**config.mk**
```make
export PLATFORM = sky130hd
export DESIGN_NAME = bfpa_cfg
export DESIGN_NICKNAME = d
export VERILOG_FILES = /design/src/sv/bfpa_pkg.sv /design/src/sv/bfpa_cfg.sv
export SDC_FILE = /design/constraint.sdc
export NUM_CORES = 1
export LEC_CHECK = 0
export BUFFER_PORTS_ARGS = -buffer_cell sky130_fd_sc_hd__buf_2
export CAP_MARGIN = 25
export CORE_MARGIN = 10
export CORE_UTILIZATION = 30
export DETAILED_ROUTE_END_ITERATION = 12
export HOLD_SLACK_MARGIN = 0.15
export PLACE_DENSITY = 0.75
export SLEW_MARGIN = 20
export SYNTH_ARGS = -nofsm -noshare
export SYNTH_HDL_FRONTEND = slang
export SYNTH_SLANG_ARGS = --single-unit
```
**constraint.sdc**
```tcl
create_clock -name clk -period 0.8 [get_ports clk]
set_input_delay 0 -clock clk [delete_from_list [all_inputs] [get_ports clk]]
set_output_delay 0 -clock clk [all_outputs]
set_load 0.02 [all_outputs]
```
**src/sv/bfpa_pkg.sv**
```systemverilog
// Shared types, codes and defaults of the bucketed free-list page allocator.
package bfpa_pkg;

  // Default geometry handed to the top-level parameters.
  localparam int BUCKETS_DEF = 64;
  localparam int PAGES_DEF   = 4096;

  // Register indexes on the configuration port.
  localparam logic REG_BUCKET_COUNT = 1'b0;
  localparam logic REG_BUCKET_SHIFT = 1'b1;

  // Register reset values.
  localparam logic [6:0] BUCKET_COUNT_RST = 7'd64;
  localparam logic [3:0] BUCKET_SHIFT_RST = 4'd6;

  // Result status codes.
  localparam logic [1:0] ST_OK        = 2'd0;
  localparam logic [1:0] ST_EMPTY     = 2'd1;
  localparam logic [1:0] ST_BAD_START = 2'd2;
  localparam logic [1:0] ST_RANGE     = 2'd3;

  // Item modes.
  localparam logic MODE_FREE  = 1'b0;
  localparam logic MODE_ALLOC = 1'b1;

  typedef struct packed {
    logic        mode;
    logic [11:0] page_number;
    logic [5:0]  start_bucket;
  } in_item_t;

  typedef struct packed {
    logic [1:0]  status;
    logic [11:0] granted_page;
    logic [5:0]  bucket_used;
    logic        start_was_empty;
  } out_item_t;

  typedef struct packed {
    logic [6:0] bucket_count;
    logic [3:0] bucket_shift;
  } cfg_t;

  // Controller to datapath.
  typedef struct packed {
    logic accept;
    logic head_step;
    logic next_step;
    logic fault_step;
  } cmd_t;

  // Datapath to controller.
  typedef struct packed {
    logic item_fault;
    logic slot_free;
    logic done_at_head;
  } sts_t;

endpackage

```
**src/sv/bfpa_cfg.sv**
```systemverilog
// Configuration register file with its APB-style access port.
module bfpa_cfg (
  input  logic            clk,
  input  logic            rst_n,
  input  logic            psel,
  input  logic            penable,
  input  logic            pwrite,
  input  logic [2:0]      paddr,
  input  logic [31:0]     pwdata,
  output logic [31:0]     prdata,
  output logic            pready,
  output bfpa_pkg::cfg_t  cfg
);
  import bfpa_pkg::*;

  logic [6:0] count_r;
  logic [3:0] shift_r;
  logic       wr_en;
  logic       reg_sel;

  assign pready  = 1'b1;
  assign reg_sel = paddr[2];
  assign wr_en   = psel && penable && pwrite && pready;

  always_ff @(posedge clk) begin
    if (!rst_n) begin
      count_r <= BUCKET_COUNT_RST;
      shift_r <= BUCKET_SHIFT_RST;
    end else if (wr_en) begin
      case (reg_sel)
        REG_BUCKET_COUNT: count_r <= pwdata[6:0];
        REG_BUCKET_SHIFT: shift_r <= pwdata[3:0];
        default: ;
      endcase
    end
  end

  always_comb begin
    case (reg_sel)
      REG_BUCKET_COUNT: prdata = {25'd0, count_r};
      REG_BUCKET_SHIFT: prdata = {28'd0, shift_r};
      default:          prdata = '0;
    endcase
  end

  assign cfg.bucket_count = count_r;
  assign cfg.bucket_shift = shift_r;

endmodule

```
==> results.sh <==
export IMPL_hold_ws_ns=0.140
export IMPL_final_common_cell="conb_1"
export IMPL_maxSlewViolCount=0
export IMPL_clock_root_buffer="clkbuf_4"
export IMPL_die_y_um=70.0
export IMPL_min_period_over_period_pct=125
export IMPL_peakVddDrop_v=0.000834
export IMPL_syn_area_um2=749
export IMPL_dp_hpwl_um=1570
export IMPL_avgSynthCellArea_um2=8.92
export IMPL_nets=171
export IMPL_synth_warnings=0
export IMPL_grt_antenna_before_repair=0
export IMPL_finClkSkew_ns=0
export IMPL_r2r_cells=4
export IMPL_r2r_end="count_r[5]$_SDFFE_PN0P_"
export IMPL_cts_max_level=1
export IMPL_maxCapViolCount=0
export IMPL_cts_max_path_buffers=2
export IMPL_seqCellArea_um2=234
export IMPL_coreArea_um2=2430
export IMPL_dr_pass1_iters=4
export IMPL_cellPowerDensity_nw_per_um2=1160
export IMPL_cp_required_ns=0.80
export IMPL_setup_viol=15
export IMPL_port_buffers=30
export IMPL_worst_setup_path_end_kind="primary output"
export IMPL_drc_errors=0
export IMPL_hold_viol=0
export IMPL_status="finished, violations left"
export IMPL_tritoncts="done"
export IMPL_period_minus_slack_ns=1.00
export IMPL_grt_pass1_wl_um=3240
export IMPL_worst_setup_path_type="reg2out"
export IMPL_r2r_start="count_r[5]$_SDFFE_PN0P_"
export IMPL_gp_congestion=0.746
export IMPL_synth_top_area_share_pct=29.4
export IMPL_grt_pass1_vias=660
export IMPL_clkTransAtPathRegs_ns=0.07
export IMPL_rows=18
export IMPL_fmax_mhz=998
export IMPL_seq_area_frac_synth_pct=29.4
export IMPL_leakagePower_nw=0.554
export IMPL_setup_ws_ns=-0.202
export IMPL_chipWidth_um=70.0
export IMPL_boundaryPins=84
export IMPL_wl_um=2160
export IMPL_grt_usage_pct=8.16
export IMPL_cts_num_sinks=11
export IMPL_cts_made_buffers=3
export IMPL_layout_common_cells="conb_1, buf_6, nand2_1, buf_2"
export IMPL_grt_max_degree=21
export IMPL_cp_arrival_ns=1.00
export IMPL_finish_utilization_pct=47.2
export IMPL_critPathLaunch="count_r[1]$_SDFFE_PN0P_"
export IMPL_yosysUniqueCellTypes=13
export IMPL_routedWlPerCell_um=13.5
export IMPL_diodes=0
export IMPL_die_area_um2=4900
export IMPL_critPathLaunchType="register"
export IMPL_clock_latency_ns=0.27
export IMPL_endpoint="prdata[1]"
export IMPL_min_path_type="in2reg"
export IMPL_multiInputGateArea_um2=399
export IMPL_critPathMaxFanout=2
export IMPL_gr_total_overflow=0
export IMPL_fill_cells=223
export IMPL_ys_ff_latch=11
export IMPL_r2r_setup_slack_ns=0.05
export IMPL_start_util_pct=30.8
export IMPL_vias=634
export IMPL_violations="negative setup slack"
export IMPL_syn_inst=84
export IMPL_hold_buffers=7
export IMPL_first_iter_violations=19
export IMPL_drive_gt1_share_pct=50.0
export IMPL_drt_vias_per_instance=3.96
export IMPL_drt_antenna_violating_nets=0
export IMPL_ys_top_cells_by_area="dfxtp_1, buf_4, mux2i_1"
export IMPL_areaGrowthSynthToFinish_pct=53.3
export IMPL_grt_setup_unrepaired="true"
export IMPL_synth_area_leader_cell="dfxtp_1"
## layer usage
layer,vias up,GRT usage [%],wire length (um)
met5,-,0,0
met4,0,2.63,8
met3,2,6.50,280
met2,40,12.6,979
met1,286,8.20,888
li1,306,-,-
## repair_timing
item / CTS / global route
endpoints found under the setup margin: 16 / 18
pin swaps: 0 / 0
gates resized for setup: 45 / 10
endpoints found under the hold margin: 11 / 6
gates cloned: 0 / 0
setup buffers: 7 / 4
## synthesized netlist by cell type (all sizes together)
| cell | count |
|---|---|
| mux2i | 11 |
| nor2b | 6 |
| mux2 | 4 |
| dfxtp | 11 |
| nand2 | 14 |
| and4b | 1 |
| conb | 2 |
| and4 | 1 |
| buf | 28 |
| clkbuf | 3 |
| and2b | 3 |
## per-stage QoR
step	power [mW]	worst slack (ns)	TNS [ns]	area, um2	std cells
2_1_floorplan	0.894	0.0803	0	840	108
3_3_place_gp	0.862	0.0197	0	825	139
3_5_place_dp	0.867	-0.0216	-0.0427	825	139
4_1_cts	1.34	-0.205	-1.49	1100	157
5_1_grt	1.42	-0.248	-1.99	1150	160
6_report	1.34	-0.202	-1.31	1150	160
## worst min path at each step
stage / from / endpoint / slack, ns / depth (start not counted)
after CTS: rst_n / count_r[0]$_SDFFE_PN0P_ / 0.12 / 3
after global routing: rst_n / count_r[0]$_SDFFE_PN0P_ / 0.12 / 3
final: rst_n / count_r[5]$_SDFFE_PN0P_ / 0.14 / 3
after global placement: pwdata[5] / count_r[5]$_SDFFE_PN0P_ / 0.25 / 3
after detailed placement: pwdata[4] / count_r[4]$_SDFFE_PN0P_ / 0.26 / 3
after floorplan: pwdata[4] / count_r[4]$_SDFFE_PN0P_ / 0.14 / 2
## report_power, final
part | switching [mW] | total [mW] | internal [mW]
clock | 0.192 | 0.384 | 0.193
combinational | 0.227 | 0.381 | 0.154
sequential | 0.00867 | 0.570 | 0.561
total | 0.427 | 1.34 | 0.908
## flip-flops by register name, summed over array words and instances, names as in the netlist
signal   cells
count_r      7
shift_r      4
## logic make-up after synthesis
group	count (synthesis)	synth area share, %
buf+inv	31	30.7
simple gates	25	18.2
mux	15	20.7
flops	11	29.4
other cells	2	1.00
## layout make-up
class / instances / area share [%]
Multi-Input combinational cell: 66 / 34.7
Timing Repair Buffer: 49 / 39.3
Sequential cell: 11 / 20.4
Clock buffer: 4 / 2.29
Tap cell: 30 / 3.27
## worst max-delay path, stage by stage, from the launching register on
cell     delay (ns)
dfxtp_2        0.33
mux2_4         0.28
buf_6          0.13
No activity file was read; power rests on OpenSTA's default activity.
