File: config.mk
export PLATFORM = sky130hd
export DESIGN_NAME = bfpa_ctrl
export DESIGN_NICKNAME = d
export VERILOG_FILES = /design/src/sv/bfpa_pkg.sv /design/src/sv/bfpa_ctrl.sv
export SDC_FILE = /design/constraint.sdc
export NUM_CORES = 1
export LEC_CHECK = 0
export ABC_AREA = 1
export BUFFER_PORTS_ARGS = -buffer_cell sky130_fd_sc_hd__buf_2
export CAP_MARGIN = 20
export CORE_AREA = 4 4 41 43
export DETAILED_ROUTE_END_ITERATION = 16
export DIE_AREA = 0 0 45 47
export SLEW_MARGIN = 20
export SYNTH_ARGS = -nofsm -noshare
export SYNTH_HDL_FRONTEND = slang
export SYNTH_SLANG_ARGS = --single-unit
export TNS_END_PERCENT = 30
File: constraint.sdc
create_clock -name clk -period 0.8 [get_ports clk]
set_input_delay 0.16 -clock clk [delete_from_list [all_inputs] [get_ports clk]]
set_output_delay 0.16 -clock clk [all_outputs]
set_load 0.1 [all_outputs]
File: src/sv/bfpa_pkg.sv
// Shared types, codes and defaults of the bucketed free-list page allocator.
package bfpa_pkg;

  // Default geometry handed to the top-level parameters.
  localparam int BUCKETS_DEF = 64;
  localparam int PAGES_DEF   = 4096;

  // Register indexes on the configuration port.
  localparam logic REG_BUCKET_COUNT = 1'b0;
  localparam logic REG_BUCKET_SHIFT = 1'b1;

  // Register reset values.
  localparam logic [6:0] BUCKET_COUNT_RST = 7'd64;
  localparam logic [3:0] BUCKET_SHIFT_RST = 4'd6;

  // Result status codes.
  localparam logic [1:0] ST_OK        = 2'd0;
  localparam logic [1:0] ST_EMPTY     = 2'd1;
  localparam logic [1:0] ST_BAD_START = 2'd2;
  localparam logic [1:0] ST_RANGE     = 2'd3;

  // Item modes.
  localparam logic MODE_FREE  = 1'b0;
  localparam logic MODE_ALLOC = 1'b1;

  typedef struct packed {
    logic        mode;
    logic [11:0] page_number;
    logic [5:0]  start_bucket;
  } in_item_t;

  typedef struct packed {
    logic [1:0]  status;
    logic [11:0] granted_page;
    logic [5:0]  bucket_used;
    logic        start_was_empty;
  } out_item_t;

  typedef struct packed {
    logic [6:0] bucket_count;
    logic [3:0] bucket_shift;
  } cfg_t;

  // Controller to datapath.
  typedef struct packed {
    logic accept;
    logic head_step;
    logic next_step;
    logic fault_step;
  } cmd_t;

  // Datapath to controller.
  typedef struct packed {
    logic item_fault;
    logic slot_free;
    logic done_at_head;
  } sts_t;

endpackage

File: src/sv/bfpa_ctrl.sv
// Sequencing state machine of the page allocator.
module bfpa_ctrl (
  input  logic            clk,
  input  logic            rst_n,
  input  logic            in_valid,
  output logic            in_ready,
  input  bfpa_pkg::sts_t  sts,
  output bfpa_pkg::cmd_t  cmd
);
  import bfpa_pkg::*;

  localparam logic [1:0] S_IDLE  = 2'd0;
  localparam logic [1:0] S_HEAD  = 2'd1;
  localparam logic [1:0] S_NEXT  = 2'd2;
  localparam logic [1:0] S_FAULT = 2'd3;

  logic [1:0] state_r;
  logic [1:0] state_nxt;

  always_comb begin
    state_nxt      = state_r;
    in_ready       = 1'b0;
    cmd.accept     = 1'b0;
    cmd.head_step  = 1'b0;
    cmd.next_step  = 1'b0;
    cmd.fault_step = 1'b0;
    case (state_r)
      S_IDLE: begin
        in_ready   = 1'b1;
        cmd.accept = in_valid;
        if (in_valid) begin
          state_nxt = sts.item_fault ? S_FAULT : S_HEAD;
        end
      end
      S_HEAD: begin
        // A step that ends the item waits for room in the result register.
        if (!sts.done_at_head || sts.slot_free) begin
          cmd.head_step = 1'b1;
          state_nxt     = sts.done_at_head ? S_IDLE : S_NEXT;
        end
      end
      S_NEXT: begin
        if (sts.slot_free) begin
          cmd.next_step = 1'b1;
          state_nxt     = S_IDLE;
        end
      end
      S_FAULT: begin
        if (sts.slot_free) begin
          cmd.fault_step = 1'b1;
          state_nxt      = S_IDLE;
        end
      end
      default: state_nxt = S_IDLE;
    endcase
  end

  always_ff @(posedge clk) begin
    if (!rst_n) begin
      state_r <= S_IDLE;
    end else begin
      state_r <= state_nxt;
    end
  end

endmodule

==> run_results.csv, run 1 <==
group,metric,value,unit
run_status,status,"complete, but fails checks",
run_status,violations,"negative setup slack",
synthesis,synth-seq-area-share,0.2909,
synthesis,syn-num-nets,29,
power,combPwrFrac,0.582,
power,finalPower,818.3,uW
route,vias_per_cell,3.803,
timing,clock.fmax,0.8019,GHz
layout,antenna_cells,0,
global_routing,grt_max_degree,5,
floorplanning,top_level_ports,11,
route,ant_nets,0,
floorplanning,fp.coreArea,1301,um2
layout,nNetsFinal,54,
route,drc,0,
power,leakagePower,0.0002086,uW
layout,drive_gt1_frac,0.7609,
global_routing,antenna_found_initial,0,
global_routing,grt_remaining_overflow,0,
critical_path,cp_max_fo,3,
cts,clockBufferDepth,2,
power,vdd_drop_max,478.1,uV
cts,insertion_delay,0.22,ns
route,drt_iter0_drc,6,
global_routing,track_usage,0.05525,
layout,utilization,0.3452,
floorplanning,die-area,2115,um2
layout,final_cell_mix,"buf_4 (6), buf_2 (5), buf_12 (5)",
route,routed_wl,522,um
synthesis,syn-instance-count,23,
cts,cts_tree,"yes",
layout,syn_to_final_growth,226.4,%
placed_design,hpwl,406.4,um
timing,hold_slack,0.1916,ns
power,p_int,476.4,uW
layout,reg_top3,"state_r (2)",
floorplanning,initial_utilization,0.1058,
timing,fin_skew,0.0005954,ns
timing,finalHoldViolCount,0,
synthesis,avgSynthCellArea,5.984,um2
timing,tightest_slew,0.2871,ns
power,power_density,1822,nW/um2
critical_path,end_kind,"output port",
cts,clockRootBuffer,"clkbuf_4",
synthesis,synthesis.area,137.6,um2
timing,slew_headroom,0.8084,
flow_run,max_cap_violations,0,
cts,cts.clk_slew.worst_paths,0.03,ns
critical_path,cp-start-kind,"register",
timing,min_period,1.247,ns
critical_path,path_class,"reg2out",
power,switching_share,0.4179,
route,wire_per_inst,8.557,um
global_routing,grt_pass1_wl,752,um
cts,holdBufCountCts,0,
synthesis,yosysWarnings,0,
route,drt-pass1-iter-count,4,
layout,regMostFlops,"state_r",
timing,setup_ws,-0.4470,ns
critical_path,arrival,1.09,ns
power,p_clk_frac,0.268,
cts,cts_sinks,2,
layout,final_common_cell,"buf_4",
critical_path,cp.required,0.64,ns
worst_hold_path,hp-class,"in2reg",
cts,htree_levels,1,
placed_design,portBuffers,10,
route,vias,232,
floorplanning,fp-row-count,13,
global_routing,grt_pass1_vias,213,
critical_path,r2r_setup_slack,-0.20,ns
layout,largest_reg_flops,2,
floorplanning,die_h,47,um
timing,final-setup-viol-count,7,
timing,drv_slew,0,
synthesis,synth_seq_cells,2,
timing,finalCritPeriodShare,1.559,
power,power_switching,342.0,uW
timing,rsz0062_at_grt,"yes",
placed_design,gp_congestion,0.6932,
cts,cts_made_buffers,3,
synthesis,yosysUniqueCellTypes,10,
floorplanning,dieWidth,45,um
power,power_frac_seq,0.149,
==> final timing paths <==
kind | start | to | depth (start not counted)
worst max-delay path | state_r[0] | cmd[3] | 5
worst min-delay path | rst_n | state_r[1] | 3
worst max register to register | state_r[0] | state_r[0] | 6
worst min register to register | state_r[0] | state_r[0] | 3
==> layout make-up <==
class / count / area, um2
Sequential cell: 2 / 42.54
Inverter: 6 / 26.28
Tap cell: 15 / 18.77
Timing Repair Buffer: 20 / 215.2
Fill cell: 136 / 852.1
Multi-Input combinational cell: 15 / 123.9
Clock buffer: 3 / 22.52
==> routing by layer <==
layer	global-route usage	vias to the layer above	routed length, um
li1	-	117	-
met1	0.04989	102	204
met2	0.08475	11	248
met3	0.02299	2	61
met4	0.07018	0	8
met5	0	-	0
==> cells in the mapped netlist <==
master    instances  area [um2]
a21oi_1           1       5.000
dfxtp_1           2       40.04
nand2_1           6       22.52
inv_1             6       22.52
a21oi_2           1       8.760
a211oi_1          1       7.510
nor2_1            2       7.510
nor2_2            1       6.260
o211ai_1          1       7.510
nor3_1            2       10.01
==> through the flow <==
step	instance area (um2)	setup TNS, ns	std cells	setup slack, ns
floorplan	186.4	-3.955	23	-0.7490
global placement	397.9	-1.352	57	-0.2231
detailed placement	397.9	-1.375	57	-0.2260
CTS	442.9	-2.582	61	-0.4569
global route	449.2	-2.743	61	-0.4838
finish	449.2	-2.489	61	-0.4470
==> power groups by stage <==
stage	Sequential [uW]	Combinational, uW	Clock, uW
after floorplan	134	245	0
after global placement	120	446	0
after detailed placement	121	448	0
after CTS	121	473	233
after global routing	123	494	233
final	122	476	220
==> critical path: stages, from the launching register on <==
cell        delay (ns)
dfxtp_2           0.32
buf_4             0.14
nor2_4            0.08
nand2_2           0.08
clkinvlp_4        0.08
buf_12            0.16
==> repair_timing <==
action	in CTS	in global routing
cloned	0	0
pin swaps	4	2
endpoints found under the hold margin	0	0
setup endpoints to repair	7	7
gates resized for setup	5	2
buffers inserted	1	0
==> kinds of logic after synthesis <==
logic type,Yosys count,synth area share
AO/OA/AOI/OAI,4,0.2091
AND/OR/NAND/NOR,11,0.3364
flip-flops,2,0.2909
buffers and inverters,6,0.1636
Power figures use the tool's default switching activity.
==> inputs of run 2 (changes only) <==
- ABC_AREA: 1 -> default
- CTS_CLUSTER_SIZE: default -> 30
- REMOVE_ABC_BUFFERS: default -> 1
==> run 2 against run 1 <==
Compared with the run above: critical endpoint is now cmd[2]; cell area is 16% lower; combinational power fell by 24%; the flow still finishes with violations (negative setup slack); total power down 12%; core utilization down 5.7 points; largest power group unchanged; first-iteration DRC count shrank 100%.
==> run_results.csv, run 2 <==
group,metric,value,unit
cts,cts_made_buffers,3,
route,drt_iter0_drc,0,
floorplanning,top_level_ports,11,
timing,drv_slew,0,
synthesis,async_flop_share,0,
timing,min_period,1.238,ns
timing,tightest_slew,0.1610,ns
cts,holdBufCountCts,0,
synthesis,synthesis.area,115.1,um2
synthesis,yosysUniqueCellTypes,10,
floorplanning,fp.coreArea,1301,um2
timing,finalHoldViolCount,0,
synthesis,synth_top_family_by_area,"compound AO/OA/AOI/OAI gates",
synthesis,synth-seq-area-share,0.3478,
synthesis,synth_seq_cells,2,
synthesis,ys.flop_type,"dfxtp_1",
cts,clockRootBuffer,"clkbuf_4",
layout,nNetsFinal,46,
global_routing,grt_remaining_overflow,0,
route,vias,191,
layout,final_cell_mix,"buf_4 (9), buf_2 (5), buf_12 (5)",
cts,cts_tree,"yes",
floorplanning,die_h,47,um
synthesis,synth-edff-count,0,
route,ant_nets,0,
flow_run,max_cap_violations,0,
placed_design,gp_congestion,0.7262,
power,vdd_drop_max,460.7,uV
synthesis,syn-instance-count,16,
floorplanning,initial_utilization,0.08846,
global_routing,antenna_found_initial,0,
critical_path,cp_max_fo,5,
timing,final.setup.tns,-2.202,ns
synthesis,synth_adder_area_share,0,
layout,antenna_cells,0,
route,drt-pass1-iter-count,1,
placed_design,portBuffers,10,
power,leakagePower,0.0001848,uW
layout,syn_to_final_growth,226.1,%
critical_path,cp.required,0.64,ns
power,power_density,1913,nW/um2
floorplanning,fp-row-count,13,
route,drc,0,
synthesis,synth_compound_area_frac,0.3261,
synthesis,yosysWarnings,0,
cts,cts.clk_slew.worst_paths,0.04,ns
cts,insertion_delay,0.23,ns
run_status,violations,"negative setup slack",
timing,clock.fmax,0.8079,GHz
route,vias_per_cell,3.604,
critical_path,arrival,1.08,ns
run_status,status,"complete, but fails checks",
power,finalPower,718.0,uW
synthesis,synthXorXnorAreaFrac,0,
synthesis,synth_area_leaders,"dfxtp_1 (35%), inv_1 (9.8%), nor2_1 (9.8%)",
route,routed_wl,494,um
global_routing,grt_pass1_wl,655,um
layout,regMostFlops,"state_r",
synthesis,synthMuxAreaShare,0,
timing,slew_headroom,0.8922,
route,wire_per_inst,9.321,um
timing,finalCritPeriodShare,1.547,
synthesis,yosys-top-cells-count,"inv_1 (3), nor2_1 (3), dfxtp_1 (2), nand2_1 (2)",
layout,utilization,0.2885,
placed_design,hpwl,314.4,um
global_routing,grt_pass1_vias,187,
timing,setup_ws,-0.4378,ns
layout,largest_reg_flops,2,
synthesis,synth_simple_gate_area_share,0.2283,
synthesis,synth_top_area_frac,0.3478,
critical_path,path_class,"reg2out",
worst_hold_path,hp-class,"in2reg",
global_routing,grt_max_degree,6,
timing,fin_skew,0.008523,ns
synthesis,avgSynthCellArea,7.194,um2
layout,final_common_cell,"buf_4",
timing,final-setup-viol-count,7,
critical_path,end_kind,"output port",
cts,cts_sinks,2,
floorplanning,dieWidth,45,um
cts,clockBufferDepth,2,
layout,drive_gt1_frac,0.7895,
timing,rsz0062_at_grt,"yes",
floorplanning,die-area,2115,um2
global_routing,track_usage,0.04818,
synthesis,yosys.area.top_type,"dfxtp_1",
critical_path,cp-start-kind,"register",
cts,htree_levels,1,
layout,reg_top3,"state_r (2)",
run 2: cells by family (layout without fill, tap and decap cells):
logic type | Yosys count | after routing
flops | 2 | 2
compound gates | 5 | 5
buf+inv | 3 | 25
simple gates | 6 | 6
run 2: metrics by stage:
step / std cells / setup WS, ns / instance area, um2 / hold WS [ns]
floorplan: 16 / -2.005 / 115.1 / 0.2934
global placement: 48 / -0.3005 / 311.5 / 0.4010
detailed placement: 48 / -0.3227 / 311.5 / 0.4039
CTS: 52 / -0.4367 / 359.1 / 0.1623
global route: 53 / -0.4683 / 375.4 / 0.1765
finish: 53 / -0.4378 / 375.4 / 0.1743
run 2: worst paths after layout:
kind,slack (ns),from,to,cells after the start
max,-0.44,state_r[1],cmd[2],3
min,0.17,rst_n,state_r[1],2
max reg2reg,-0.15,state_r[0],state_r[1],5
min reg2reg,0.55,state_r[1],state_r[1],1
run 2: layer usage:
layer / routed length [um] / part of all wire / up-vias / GRT usage
met3: 53 / 0.11 / 0 / 0.03448
met2: 299 / 0.61 / 7 / 0.06497
met5: 0 / 0 / - / 0
li1: - / - / 100 / -
met1: 141 / 0.29 / 84 / 0.04545
met4: 0 / 0 / 0 / 0.05263
run 2: report_power, final:
group | leakage (uW) | switching (uW) | internal [uW]
combinational | 0.000153 | 212 | 151
clock | 0.0000138 | 63.4 | 166
sequential | 0.0000178 | 15.6 | 111
run 2: cell type report:
cell class	count	area, um2
well taps	15	18.77
flip-flops and latches	2	47.55
repair buffers	19	192.7
clock buffers	3	22.52
fillers	147	925.9
multi-input cells	11	80.08
inverters	3	13.76
run 2: critical path: stages (launching register included):
cell,delay (ns)
dfxtp_4,0.35
a211oi_2,0.19
buf_4,0.14
buf_12,0.16
run 2: repair_timing:
item	CTS	global route
hold endpoints to repair	0	0
pin swaps	0	0
resized for setup	8	3
endpoints found under the setup margin	7	7
setup buffers	1	1
==> inputs of run 3 (changes only) <==
- clock period: 0.8 -> 1.2 ns (I/O delays scaled with it)
==> run 3 against run 2 <==
Compared with the run above: the run still ends with negative setup slack left; largest power group unchanged; via count shrank 15%; sequential power decreased by 35%; count of clock-buffer cells in the layout unchanged; final cell count shrank 11%; critical endpoint unchanged; highest routed layer unchanged; die area did not move; clock skew shrank 0.0040 ns; global-route usage about the same; largest cell class unchanged; critical path type unchanged.
==> run_results.csv, run 3 (same netlist as run 2, synthesis figures left out) <==
group,metric,value,unit
cts,htree_levels,1,
power,vdd_drop_max,382.7,uV
route,drt-pass1-iter-count,1,
global_routing,antenna_found_initial,0,
route,met3_length,49,um
run_status,status,"complete, but fails checks",
critical_path,cp-start-kind,"register",
floorplanning,dieWidth,45,um
route,wire_per_inst,8.085,um
timing,final-setup-viol-count,5,
worst_hold_path,hold_end,"state_r[1]",
timing,fin_skew,0.004525,ns
global_routing,grt_pass1_vias,178,
critical_path,critPathMaxStageDelay,0.33,ns
cts,insertion_delay,0.22,ns
critical_path,path_cells,"a211oi_2 > buf_4 > buf_12",
placed_design,gp_congestion,0.7395,
floorplanning,die-area,2115,um2
route,drt_iter0_drc,0,
layout,largest_reg_flops,2,
power,p_clk_frac,0.332,
layout,reg_top3,"state_r (2)",
critical_path,path_class,"reg2out",
route,vias_per_cell,3.447,
power,finalPower,448.4,uW
cts,cts_made_buffers,3,
floorplanning,die_h,47,um
global_routing,grt_remaining_overflow,0,
power,power_density,1417,nW/um2
layout,regMostFlops,"state_r",
timing,setup_ws,-0.08707,ns
route,ant_nets,0,
placed_design,hpwl,318.7,um
route,routed_wl,380,um
critical_path,r2r_setup_slack,0.28,ns
floorplanning,fp-row-count,13,
route,highest_layer,"met3",
critical_path,r2r_cells,4,
timing,finalCritPeriodShare,1.073,
critical_path,cp_max_fo,5,
cts,clockBufferDepth,2,
power,combPwrFrac,0.486,
timing,tightest_slew,0.1475,ns
layout,nNetsFinal,40,
timing,min_period,1.287,ns
floorplanning,initial_utilization,0.08846,
cts,cts.clk_slew.worst_paths,0.03,ns
power,switching_share,0.4049,
critical_path,arrival,1.05,ns
cts,cts_tree,"yes",
critical_path,r2r_start,"state_r[0]",
layout,drive_gt1_frac,0.6875,
power,p_int,266.9,uW
route,drc,0,
placed_design,placed_area,281.5,um2
global_routing,grt_pass1_wl,648,um
layout,final_cell_mix,"buf_2 (5), buf_12 (5), clkbuf_4 (3), buf_4 (3)",
layout,antenna_cells,0,
timing,slew_headroom,0.9015,
critical_path,reg2reg_to,"state_r[1]",
power,power_switching,181.6,uW
flow_run,max_cap_violations,0,
timing,rsz0062_at_grt,"yes",
critical_path,crit_slowest_cell,"dfxtp_2",
placed_design,portBuffers,10,
route,vias,162,
power,power_frac_seq,0.182,
power,leakagePower,0.0001542,uW
critical_path,end_kind,"output port",
route,wl_met1,130,um
worst_hold_path,hp-class,"in2reg",
timing,drv_slew,0,
layout,stdcell_area,316.6,um2
floorplanning,top_level_ports,11,
timing,clock.fmax,0.7770,GHz
timing,finalHoldViolCount,0,
layout,syn_to_final_growth,175.0,%
run_status,violations,"negative setup slack",
worst_hold_path,hold_depth,2,
critical_path,cp.required,0.96,ns
global_routing,grt_max_degree,6,
cts,clockRootBuffer,"clkbuf_4",
worst_hold_path,min-delay-start,"rst_n",
global_routing,track_usage,0.04811,
cts,cts_sinks,2,
floorplanning,fp.coreArea,1301,um2
route,route.met2.wl,200,um
[run 3: timing repair]
item                       in CTS  in global routing
resized for setup               6                  0
hold buffers                    0                  0
setup endpoints to repair       5                  5
gates cloned                    0                  0
buffers inserted                0                  0
[run 3: power groups by stage]
stage	clock network, uW	registers (uW)	logic [uW]
finish	149	81.8	218
CTS	162	81.6	219
floorplan	0	79.8	123
global placement	0	79.9	214
global route	165	83.8	227
detailed placement	0	80.2	215
[run 3: worst max path at each step]
stage,from,end,slack [ns]
after CTS,state_r[1],cmd[2],-0.11
final,state_r[1],cmd[2],-0.09
after detailed placement,sts[1],cmd[2],0.04
after global routing,state_r[1],cmd[3],-0.16
after floorplan,state_r[0],cmd[2],-1.68
after global placement,sts[1],cmd[2],0.05
[run 3: cell type report]
| type | instances | area [um2] |
|---|---|---|
| fill | 146 | 984.7 |
| clock buffer | 3 | 22.52 |
| tap | 15 | 18.77 |
| inverter | 3 | 11.26 |
| sequential | 2 | 42.54 |
| timing repair buffer | 13 | 147.6 |
| multi-input combinational | 11 | 73.82 |
[run 3: per-stage QoR]
| step | instances | hold WS [ns] | utilization | setup WS [ns] | setup TNS, ns |
|---|---|---|---|---|---|
| after floorplan | 16 | 0.3734 | - | -1.685 | -6.165 |
| after global placement | 44 | 0.4833 | 0.2163 | 0.04808 | 0 |
| after detailed placement | 44 | 0.4854 | 0.2163 | 0.03931 | 0 |
| after CTS | 47 | 0.2438 | 0.2433 | -0.1053 | -0.4035 |
| after global routing | 47 | 0.2521 | 0.2433 | -0.1592 | -0.6505 |
| final | 47 | 0.2523 | 0.2433 | -0.08707 | -0.3162 |
[run 3: layer usage]
metal  global-route usage  vias up
li1                     -       88
met1              0.04299       67
met2              0.06780        7
met3              0.03448        0
met4              0.05263        0
met5                    0        -
[run 3: critical path, delay by kind of cell (launching register included)]
family / cells / cell delay (ns)
AO/OA/AOI/OAI: 1 / 0.19
buffers and inverters: 2 / 0.30
flip-flops: 1 / 0.33
